`src/design/lpmd_pkg.sv`:
```
package lpmd_pkg;

  localparam int FIELD_BYTES_DEF = 4;
  localparam int BYTE_W          = 8;
  localparam int WORD_W          = 32;
  localparam int WORD_BYTES      = WORD_W / BYTE_W;
  localparam int IN_TDATA_W      = 8;
  localparam int OUT_TDATA_W     = 72;

  localparam int TAG_LSB = BYTE_W;
  localparam int LEN_LSB = BYTE_W + WORD_W;

endpackage

```
`src/design/length_prefixed_message_deframer.sv`:
```
// Length-prefixed message deframer.
//
// Input channel (in_*): one stream byte per transfer. in_tuser high marks
// the first byte of a new connection: any partial message is dropped and
// the byte is taken as the first header byte.
// A message is a FIELD_BYTES-byte length and a FIELD_BYTES-byte tag, both
// little-endian (only the low 32 bits of each are kept), then the payload.
// Output channel (out_*): one transfer per payload byte, carrying the byte,
// the message tag and length; out_tlast marks the final byte. A zero-length
// message gives a single transfer with out_tuser (empty) and out_tlast set.
// Header bytes give no output.
// A result appears in the cycle after the byte that causes it is taken.
// Throughput: one byte per cycle while the receiver does not stall, set by the single output register.
// The input is taken whenever the output register is empty or being drained
// in the same cycle; when the receiver stalls, the result holds and the
// input stalls with it.
// Reset clears the header count, length, tag and payload state; the output
// register comes up empty.
module length_prefixed_message_deframer
  import lpmd_pkg::*;
#(
  parameter int FIELD_BYTES = FIELD_BYTES_DEF
) (
  input  logic                   clk,
  input  logic                   rst_n,
  input  logic                   in_tvalid,
  output logic                   in_tready,
  input  logic [IN_TDATA_W-1:0]  in_tdata,   // [7:0] data_byte
  input  logic                   in_tuser,   // [0] new_connection
  output logic                   out_tvalid,
  input  logic                   out_tready,
  output logic [OUT_TDATA_W-1:0] out_tdata,  // [7:0] payload_byte, [39:8] msg_tag,
                                             // [71:40] msg_length
  output logic                   out_tuser,  // [0] is_empty
  output logic                   out_tlast   // last_byte
);

  localparam int HDR_BYTES = 2 * FIELD_BYTES;
  localparam int HC_W      = (HDR_BYTES > 2) ? $clog2(HDR_BYTES) : 1;

  logic [HC_W-1:0]   hdr_cnt_r, hdr_cnt_nxt;
  logic [WORD_W-1:0] len_r, len_nxt;
  logic [WORD_W-1:0] tag_r, tag_nxt;
  logic [WORD_W-1:0] left_r, left_nxt;
  logic              in_pay_r, in_pay_nxt;

  logic              out_valid_r, out_valid_nxt;
  logic [BYTE_W-1:0] out_byte_r, out_byte_nxt;
  logic [WORD_W-1:0] out_tag_r, out_tag_nxt;
  logic [WORD_W-1:0] out_len_r, out_len_nxt;
  logic              out_empty_r, out_empty_nxt;
  logic              out_last_r, out_last_nxt;

  logic              accept;
  logic [BYTE_W-1:0] din;
  logic              emit;

  assign in_tready = !out_valid_r || out_tready;
  assign accept    = in_tvalid && in_tready;
  assign din       = in_tdata[BYTE_W-1:0];

  always_comb begin
    logic [HC_W-1:0]   hc;
    logic [WORD_W-1:0] len_c;
    logic [WORD_W-1:0] tag_c;
    logic [WORD_W-1:0] left_c;
    logic              pay_c;
    int                pos;
    int                nxt;

    hc     = hdr_cnt_r;
    len_c  = len_r;
    tag_c  = tag_r;
    left_c = left_r;
    pay_c  = in_pay_r;
    pos    = 0;
    nxt    = 0;

    hdr_cnt_nxt  = hdr_cnt_r;
    len_nxt      = len_r;
    tag_nxt      = tag_r;
    left_nxt     = left_r;
    in_pay_nxt   = in_pay_r;
    emit         = 1'b0;
    out_byte_nxt = din;
    out_tag_nxt  = tag_r;
    out_len_nxt  = len_r;
    out_empty_nxt = 1'b0;
    out_last_nxt  = 1'b0;

    if (in_tuser) begin
      hc     = '0;
      len_c  = '0;
      tag_c  = '0;
      left_c = '0;
      pay_c  = 1'b0;
    end

    if (pay_c) begin
      emit          = 1'b1;
      out_tag_nxt   = tag_c;
      out_len_nxt   = len_c;
      out_last_nxt  = (left_c == WORD_W'(1));
      left_nxt      = left_c - WORD_W'(1);
      len_nxt       = len_c;
      tag_nxt       = tag_c;
      hdr_cnt_nxt   = hc;
      in_pay_nxt    = 1'b1;
      if (left_c == WORD_W'(1)) begin
        in_pay_nxt  = 1'b0;
        hdr_cnt_nxt = '0;
      end
    end else begin
      if (hc == '0) begin
        len_c = '0;
        tag_c = '0;
      end
      if (int'(hc) < FIELD_BYTES) begin
        pos = int'(hc);
        for (int k = 0; k < WORD_BYTES; k++) begin
          if (pos == k) len_c[k*BYTE_W +: BYTE_W] = len_c[k*BYTE_W +: BYTE_W] | din;
        end
      end else begin
        pos = int'(hc) - FIELD_BYTES;
        for (int k = 0; k < WORD_BYTES; k++) begin
          if (pos == k) tag_c[k*BYTE_W +: BYTE_W] = tag_c[k*BYTE_W +: BYTE_W] | din;
        end
      end
      nxt        = int'(hc) + 1;
      len_nxt    = len_c;
      tag_nxt    = tag_c;
      left_nxt   = left_c;
      in_pay_nxt = 1'b0;
      if (nxt >= HDR_BYTES) begin
        hdr_cnt_nxt = '0;
        if (len_c == '0) begin
          emit          = 1'b1;
          out_byte_nxt  = '0;
          out_tag_nxt   = tag_c;
          out_len_nxt   = '0;
          out_empty_nxt = 1'b1;
          out_last_nxt  = 1'b1;
        end else begin
          in_pay_nxt = 1'b1;
          left_nxt   = len_c;
        end
      end else begin
        hdr_cnt_nxt = HC_W'(nxt);
      end
    end

    out_valid_nxt = out_valid_r && !out_tready;
    if (accept && emit) out_valid_nxt = 1'b1;
  end

  always_ff @(posedge clk) begin
    if (!rst_n) begin
      hdr_cnt_r   <= '0;
      len_r       <= '0;
      tag_r       <= '0;
      left_r      <= '0;
      in_pay_r    <= 1'b0;
      out_valid_r <= 1'b0;
    end else begin
      out_valid_r <= out_valid_nxt;
      if (accept) begin
        hdr_cnt_r <= hdr_cnt_nxt;
        len_r     <= len_nxt;
        tag_r     <= tag_nxt;
        left_r    <= left_nxt;
        in_pay_r  <= in_pay_nxt;
      end
    end
  end

  always_ff @(posedge clk) begin
    if (accept && emit) begin
      out_byte_r  <= out_byte_nxt;
      out_tag_r   <= out_tag_nxt;
      out_len_r   <= out_len_nxt;
      out_empty_r <= out_empty_nxt;
      out_last_r  <= out_last_nxt;
    end
  end

  assign out_tvalid = out_valid_r;
  assign out_tdata  = {out_len_r, out_tag_r, out_byte_r};
  assign out_tuser  = out_empty_r;
  assign out_tlast  = out_last_r;

endmodule

```
`config.mk`:
```
export PLATFORM = sky130hd
export DESIGN_NAME = length_prefixed_message_deframer
export DESIGN_NICKNAME = d
export VERILOG_FILES = /design/src/design/lpmd_pkg.sv /design/src/design/length_prefixed_message_deframer.sv
export SDC_FILE = /design/constraint.sdc
export NUM_CORES = 1
export LEC_CHECK = 0
export BUFFER_PORTS_ARGS = -buffer_cell sky130_fd_sc_hd__buf_4
export CORE_UTILIZATION = 55
export CTS_BUF_LIST = sky130_fd_sc_hd__clkbuf_8
export DETAILED_ROUTE_END_ITERATION = 8
export GPL_TIMING_DRIVEN = 0
export PLACE_DENSITY = 0.71
export SYNTH_ARGS = -nofsm -noshare
export SYNTH_HDL_FRONTEND = slang
export SYNTH_SLANG_ARGS = --single-unit
```
`constraint.sdc`:
```
create_clock -name clk -period 17.8 [get_ports clk]
set_clock_uncertainty 0.2 [all_clocks]
set_input_delay 2.67 -clock clk [delete_from_list [all_inputs] [get_ports clk]]
set_output_delay 2.67 -clock clk [all_outputs]
set_load 0.005 [all_outputs]
```
Word level (Yosys, flattened, before mapping):

Cells that the tools add are included.

* flip-flop bits (word level): 175
* latch bits: 0
* memory bits (writable): 0
* bits in read-only memories: 0
* input bits: 13
* output and inout port bits: 76
* memories: 0

* add/subtract/negate cells: 3
* multipliers: 0
* div/mod/pow operators: 0
* $lt $le $gt $ge: 2
* equal/unequal tests: 7
* shifts and indexed selects: 0
* multiplexer cells: 46
* bitwise operators: 8
* reductions and logical operators: 10

Operators with widths (count)
* two-way mux 32 bit: 21
* two-way mux 8 bit: 11
* logical NOT 32 bit: 2
* OR 8 bit: 8
* equality test 32 x 1 -> 1 bit (second input constant): 1
* subtractor 32 x 1 -> 32 bit (second input constant): 1
* two-way mux 3 bit: 4
* two-way mux 1 bit: 10
* equality test 4 x 3 -> 1 bit (second input constant): 2
* equality test 3 bit (second input constant): 2
* logical NOT 3 bit: 2
* adder 3 x 1 -> 4 bit (second input constant): 1
* equality test 4 x 2 -> 1 bit (second input constant): 1
* greater-or-equal comparator 4 bit (second input constant): 1
* subtractor 3 x 3 -> 4 bit (second input constant): 1
* equality test 3 x 2 -> 1 bit (second input constant): 1
* logical AND 1 bit: 3
* < comparator 3 bit (second input constant): 1
* logical NOT 1 bit: 2
* logical OR 1 bit: 1

Logic depth before layout (Yosys ltp):

* depth after elaboration: 14
* gate-level depth with buffers: 18
* gate-level depth less buffers: 12

Least setup slack after synthesis:

OpenSTA, ideal clock, no wires.

* path type: in2reg
* start point: in in_tuser
* end point: reg out_byte_r[0], enable pin
* library setup time: 0.507 ns
* arrival: 8.303 ns
* data required time: 17.093 ns
* setup slack: 8.790 ns
* stages on the path: 15
* buffers on the path: 4
* path through: buf_2 inv_1 clkbuf_1 buf_1 nand2_1 ha_1 clkbuf_1 and2_1 a32oi_1 nand2_1 nor3_1 nand4_2 nor2_2 a21oi_1 nor2_1

* cells in the longest elaborated chain, start to end: 13
* elaborated cells between the ends (all ways): 28
* those cells by class: add/sub (1); order compare (2); eq/ne (3); mux (14); bitwise (4); reduce/logical (4)

Ends and longest elaborated chain
* start, declared: RTL line length_prefixed_message_deframer.sv:29 `input logic in_tuser,`
* two-way mux 3 bit: RTL line length_prefixed_message_deframer.sv:91 `if (in_tuser) begin`
* logical NOT 3 bit: RTL line length_prefixed_message_deframer.sv:114 `if (hc == '0) begin`
* two-way mux 32 bit: RTL line length_prefixed_message_deframer.sv:114
* two-way mux 32 bit: RTL line length_prefixed_message_deframer.sv:99 `if (pay_c) begin`
* OR 8 bit: RTL line length_prefixed_message_deframer.sv:121 `if (pos == k) len_c[k*BYTE_W +: BYTE_W] = len_c[k*BYTE_W +: BYTE_W] | din;`
* two-way mux 8 bit: RTL line length_prefixed_message_deframer.sv:121
* two-way mux 32 bit: RTL line length_prefixed_message_deframer.sv:118 `if (int'(hc) < FIELD_BYTES) begin`
* two-way mux 32 bit: RTL line length_prefixed_message_deframer.sv:99
* logical NOT 32 bit: RTL line length_prefixed_message_deframer.sv:136 `if (len_c == '0) begin`
* two-way mux 1 bit: RTL line length_prefixed_message_deframer.sv:136
* two-way mux 1 bit
* two-way mux 1 bit *: RTL line length_prefixed_message_deframer.sv:99
* logical AND 1 bit *: RTL line length_prefixed_message_deframer.sv:177 `if (accept && emit) begin`
* end signal, assigned: RTL line length_prefixed_message_deframer.sv:178 `out_byte_r <= out_byte_nxt;`
* end, declared: RTL line length_prefixed_message_deframer.sv:48 `logic [BYTE_W-1:0] out_byte_r, out_byte_nxt;`

Mark *: on every way between the ends. The rest lies on a longest branch, timed or not. The select of a mux whose other input is x is not followed.
A chain may end at the register's enable or synchronous reset.

Worst setup path after layout:

* start point: in in_tuser
* end point: reg out_len_r[28], enable pin

* cells in the longest elaborated chain, start to end: 13
* elaborated cells between the ends (all ways): 28
* those cells by class: add/sub (1); order compare (2); eq/ne (3); mux (14); bitwise (4); reduce/logical (4)

Ends and longest elaborated chain
* two-way mux 3 bit: RTL line length_prefixed_message_deframer.sv:91
* logical NOT 3 bit: RTL line length_prefixed_message_deframer.sv:114
* two-way mux 32 bit: RTL line length_prefixed_message_deframer.sv:114
* two-way mux 32 bit: RTL line length_prefixed_message_deframer.sv:99
* OR 8 bit: RTL line length_prefixed_message_deframer.sv:121
* two-way mux 8 bit: RTL line length_prefixed_message_deframer.sv:121
* two-way mux 32 bit: RTL line length_prefixed_message_deframer.sv:118
* two-way mux 32 bit: RTL line length_prefixed_message_deframer.sv:99
* logical NOT 32 bit: RTL line length_prefixed_message_deframer.sv:136
* two-way mux 1 bit: RTL line length_prefixed_message_deframer.sv:136
* two-way mux 1 bit
* two-way mux 1 bit *: RTL line length_prefixed_message_deframer.sv:99
* logical AND 1 bit *: RTL line length_prefixed_message_deframer.sv:177
* end signal, assigned: RTL line length_prefixed_message_deframer.sv:180 `out_len_r <= out_len_nxt;`
* end, declared: RTL line length_prefixed_message_deframer.sv:50 `logic [WORD_W-1:0] out_len_r, out_len_nxt;`

Marks and branches as above.

==> impl_metrics.env <==
export IMPL_synth_top_flop_cell="dfxtp_1"
export IMPL_htree_levels=4
export IMPL_whs_ns=0.2805
export IMPL_ys_types=66
export IMPL_die_y_um=124.5
export IMPL_grt_ovfl_total=0
export IMPL_start_util=0.5655
export IMPL_min_period_ns=7.726
export IMPL_num_rows=44
export IMPL_drt_initial_drc_count=871
export IMPL_power_internal_uw=548.1
export IMPL_worstMarginPinSlew_ns=0.9648
export IMPL_postRouteAntennaNets=0
export IMPL_numCtsBuffers=17
export IMPL_max_freq_mhz=129.4
export IMPL_hold_violations=0
export IMPL_vias=7886
export IMPL_clkTransAtPathRegs_ns=0.10
export IMPL_seq_area_mm2=0.004244
export IMPL_dp_hpwl_um=18770
export IMPL_tns_ns=0
export IMPL_final_setup_viol_count=0
export IMPL_hp_class="reg2reg"
export IMPL_drc=0
export IMPL_boundaryPins=89
export IMPL_pwr_share_comb=0.094
export IMPL_p_switching_uw=217.6
export IMPL_dieArea_mm2=0.01549
export IMPL_multi_input_area_mm2=0.003547
export IMPL_wl_um=26310
export IMPL_cp_data_arrival_time_ns=7.70
export IMPL_reg2reg_from="hdr_cnt_r[1]$_SDFFE_PN0P_"
export IMPL_synth_edf_count=74
export IMPL_syn_area_per_cell_um2=9.096
export IMPL_relSlewSlack=0.3509
export IMPL_power_density_mw_per_mm2=80.26
export IMPL_first_pass_iters=6
export IMPL_postCtsSetupRepairBufs=0
export IMPL_fin_crit_sh=0.4340
export IMPL_grt_pass1_wl_um=39700
export IMPL_worstSetupStartpoint="in_tuser"
export IMPL_grt_max_degree=39
export IMPL_grt_usage=0.3339
export IMPL_slew_violations=0
export IMPL_criticalPathCategory="in2reg"
export IMPL_clk_path_buf_depth=2
export IMPL_post_dp_cell_area_mm2=0.009166
export IMPL_cellLeakagePower_nw=3.416
export IMPL_cp_start_kind="input port"
export IMPL_power_frac_seq=0.557
export IMPL_cts_tree="yes"
export IMPL_ys_seq_elements=175
export IMPL_critical_path_required_ns=17.77
export IMPL_core_area_mm2=0.01459
export IMPL_min_from="tag_r[0]$_SDFFE_PN0P_"
export IMPL_p_sw_frac=0.2841
export IMPL_cp_end_kind="register"
export IMPL_fp_dieW_um=124.5
export IMPL_routabilityCongestion=0.9736
export IMPL_syn_to_final_growth_pct=15.64
export IMPL_clock_power_share=0.349
export IMPL_cts_sinks=175
export IMPL_n_antenna_cell=0
export IMPL_avgViaCountPerCell=6.517
export IMPL_fill_cells=1240
export IMPL_status="finished, final reports clean"
export IMPL_cts_resized=0
export IMPL_ctsHoldBuffers=0
export IMPL_drive_gt1_frac=0.1706
export IMPL_syn_nets=928
export IMPL_clk_latency_ns=0.47
export IMPL_ir_worst_vdd_mv=0.03835
export IMPL_path_max_fanout=38
export IMPL_grt_pass1_vias=7020
export IMPL_routedWlPerCell_um=21.74
export IMPL_antenna_found_initial=0
export IMPL_nets=1034
export IMPL_rsz0062_at_grt="no"
export IMPL_syn_area_mm2=0.008250
export IMPL_syn_instance_count=907
export IMPL_drv_cap=0
export IMPL_port_buffers=85
export IMPL_ys_warn_count=0
export IMPL_final_area_mm2=0.009540
export IMPL_seq_area_frac_synth=0.5144
export IMPL_cts_root_buffer="clkbuf_8"
export IMPL_synthArstFlopShare=0
sequential cells by signal, indices dropped and copies added (netlist names):
signal	cells
left_r	32
hdr_cnt_r	3
out_tuser	1
out_tvalid	1
in_pay_r	1
out_byte_r	8
tag_r	32
out_len_r	32
out_tlast	1
out_tag_r	32
len_r	32
final cells by class:
class                   instances  share of cell area
plain buffers                 108             0.04616
clock buffers                  18             0.02597
clock inverters                14             0.01325
inverters                       7            0.002754
multi-input cells             617              0.3718
flip-flops and latches        175              0.4449
well taps                     184             0.02413
repair buffers                 87             0.07108
per-layer routing:
| metal | vias to the layer above | wire, um | GRT usage |
|---|---|---|---|
| met2 | 541 | 12150 | 0.5265 |
| met1 | 3710 | 10180 | 0.4236 |
| met4 | 0 | 1386 | 0.2055 |
| met5 | - | 0 | 0 |
| li1 | 3533 | - | - |
| met3 | 102 | 2595 | 0.06400 |
per-stage QoR:
step	worst slack (ns)	instances	utilization	power, mW
after floorplan	8.790	907	-	0.4803
after global placement	6.134	1176	0.6250	0.5046
after detailed placement	9.780	1178	0.6283	0.5045
after CTS	10.28	1210	0.6539	0.7622
after global routing	9.727	1210	0.6539	0.7864
final	10.07	1210	0.6539	0.7657
logic make-up (layout without fill, tap and decap cells):
| logic type | Yosys count | after routing | share of synthesized area |
|---|---|---|---|
| flip-flops | 175 | 175 | 0.5144 |
| AO/OA/AOI/OAI | 296 | 296 | 0.2363 |
| multiplexers | 3 | 3 | 0.003791 |
| adder cells (fa/ha/maj) | 8 | 8 | 0.01213 |
| AND/OR/NAND/NOR | 307 | 307 | 0.1736 |
| XOR/XNOR | 3 | 3 | 0.003185 |
| buffers and inverters | 115 | 234 | 0.05657 |
layout by cell type, fill, tap and decap left out, types with 4 or more instances in the layout:
master	n
nor2_1	101
dfxtp_1	101
nand2_1	99
a21oi_1	98
buf_4	87
clkbuf_1	86
edfxtp_1	74
o21ai_0	32
a22oi_1	32
a31oi_1	30
a31o_2	30
nor3_1	23
clkbuf_8	18
nand3_1	14
nor2b_1	14
a211oi_1	12
nor4_1	11
buf_2	9
and3_1	9
o221ai_1	9
inv_1	8
buf_1	8
and2_1	8
o22ai_1	8
ha_1	8
a32oi_1	7
o211ai_1	7
a32o_1	4
or3_1	4
inv_8	4
synthesized netlist by cell type, drive strengths merged (2+ instances only):
| master | count | area, um^2 |
|---|---|---|
| a32oi | 7 | 61.31 |
| o21ai | 33 | 168.9 |
| mux2i | 2 | 20.02 |
| xnor2 | 2 | 17.52 |
| o22ai | 8 | 50.05 |
| nor2b | 14 | 87.58 |
| nand2 | 99 | 371.6 |
| a211oi | 12 | 90.09 |
| o311ai | 3 | 26.28 |
| a21boi | 2 | 15.01 |
| ha | 8 | 100.1 |
| o211a | 2 | 20.02 |
| a31oi | 30 | 187.7 |
| o2bb2ai | 2 | 17.52 |
| and3 | 9 | 56.30 |
| nor4 | 12 | 90.09 |
| nand3b | 3 | 22.52 |
| a311oi | 2 | 17.52 |
| a31o | 30 | 262.8 |
| nand4 | 4 | 31.28 |
| nand3 | 14 | 70.07 |
| edfxtp | 74 | 2222 |
| buf | 21 | 112.6 |
| or3 | 4 | 25.02 |
| o31ai | 3 | 22.52 |
| nor3 | 25 | 135.1 |
| and2 | 8 | 50.05 |
| nand2b | 4 | 32.53 |
| or2 | 2 | 12.51 |
| a21oi | 98 | 490.5 |
| and4bb | 2 | 25.02 |
| nor2 | 103 | 389.1 |
| inv | 7 | 26.28 |
| clkbuf | 87 | 327.8 |
| o2111ai | 2 | 17.52 |
| a21o | 3 | 22.52 |
| o221ai | 9 | 78.83 |
| dfxtp | 101 | 2022 |
| a32o | 4 | 40.04 |
| o211ai | 7 | 52.55 |
| a22oi | 32 | 240.2 |
worst paths after layout:
check | to | slack (ns) | depth (start not counted)
worst max-delay path | out_len_r[28]$_DFFE_PP_ | 10.07 | 17
worst min register to register | tag_r[0]$_SDFFE_PN0P_ | 0.28 | 2
worst max register to register | out_len_r[28]$_DFFE_PP_ | 13.40 | 13
worst min-delay path | tag_r[0]$_SDFFE_PN0P_ | 0.28 | 2
critical path, stage by stage:
cell and delay [ns]:
buf_2 0.17, inv_1 0.17, clkbuf_1 0.50, buf_1 0.65
nand2_1 0.22, ha_1 0.30, clkbuf_1 0.25, and2_1 0.26
a32oi_1 0.31, nand2_1 0.08, nor3_1 0.20, nand4_2 0.23
nor2_2 0.43, a21oi_1 0.25, nor2_4 0.45, buf_12 0.26
buf_12 0.24
power by group through the flow:
stage / clock (mW) / combinational, mW / sequential (mW)
2_1_floorplan: 0 / 0.0471 / 0.433
3_3_place_gp: 0 / 0.0696 / 0.435
3_5_place_dp: 0 / 0.0694 / 0.435
4_1_cts: 0.267 / 0.0698 / 0.426
5_1_grt: 0.283 / 0.0769 / 0.427
6_report: 0.267 / 0.0723 / 0.426
No activity file was read; power rests on OpenSTA's default activity.
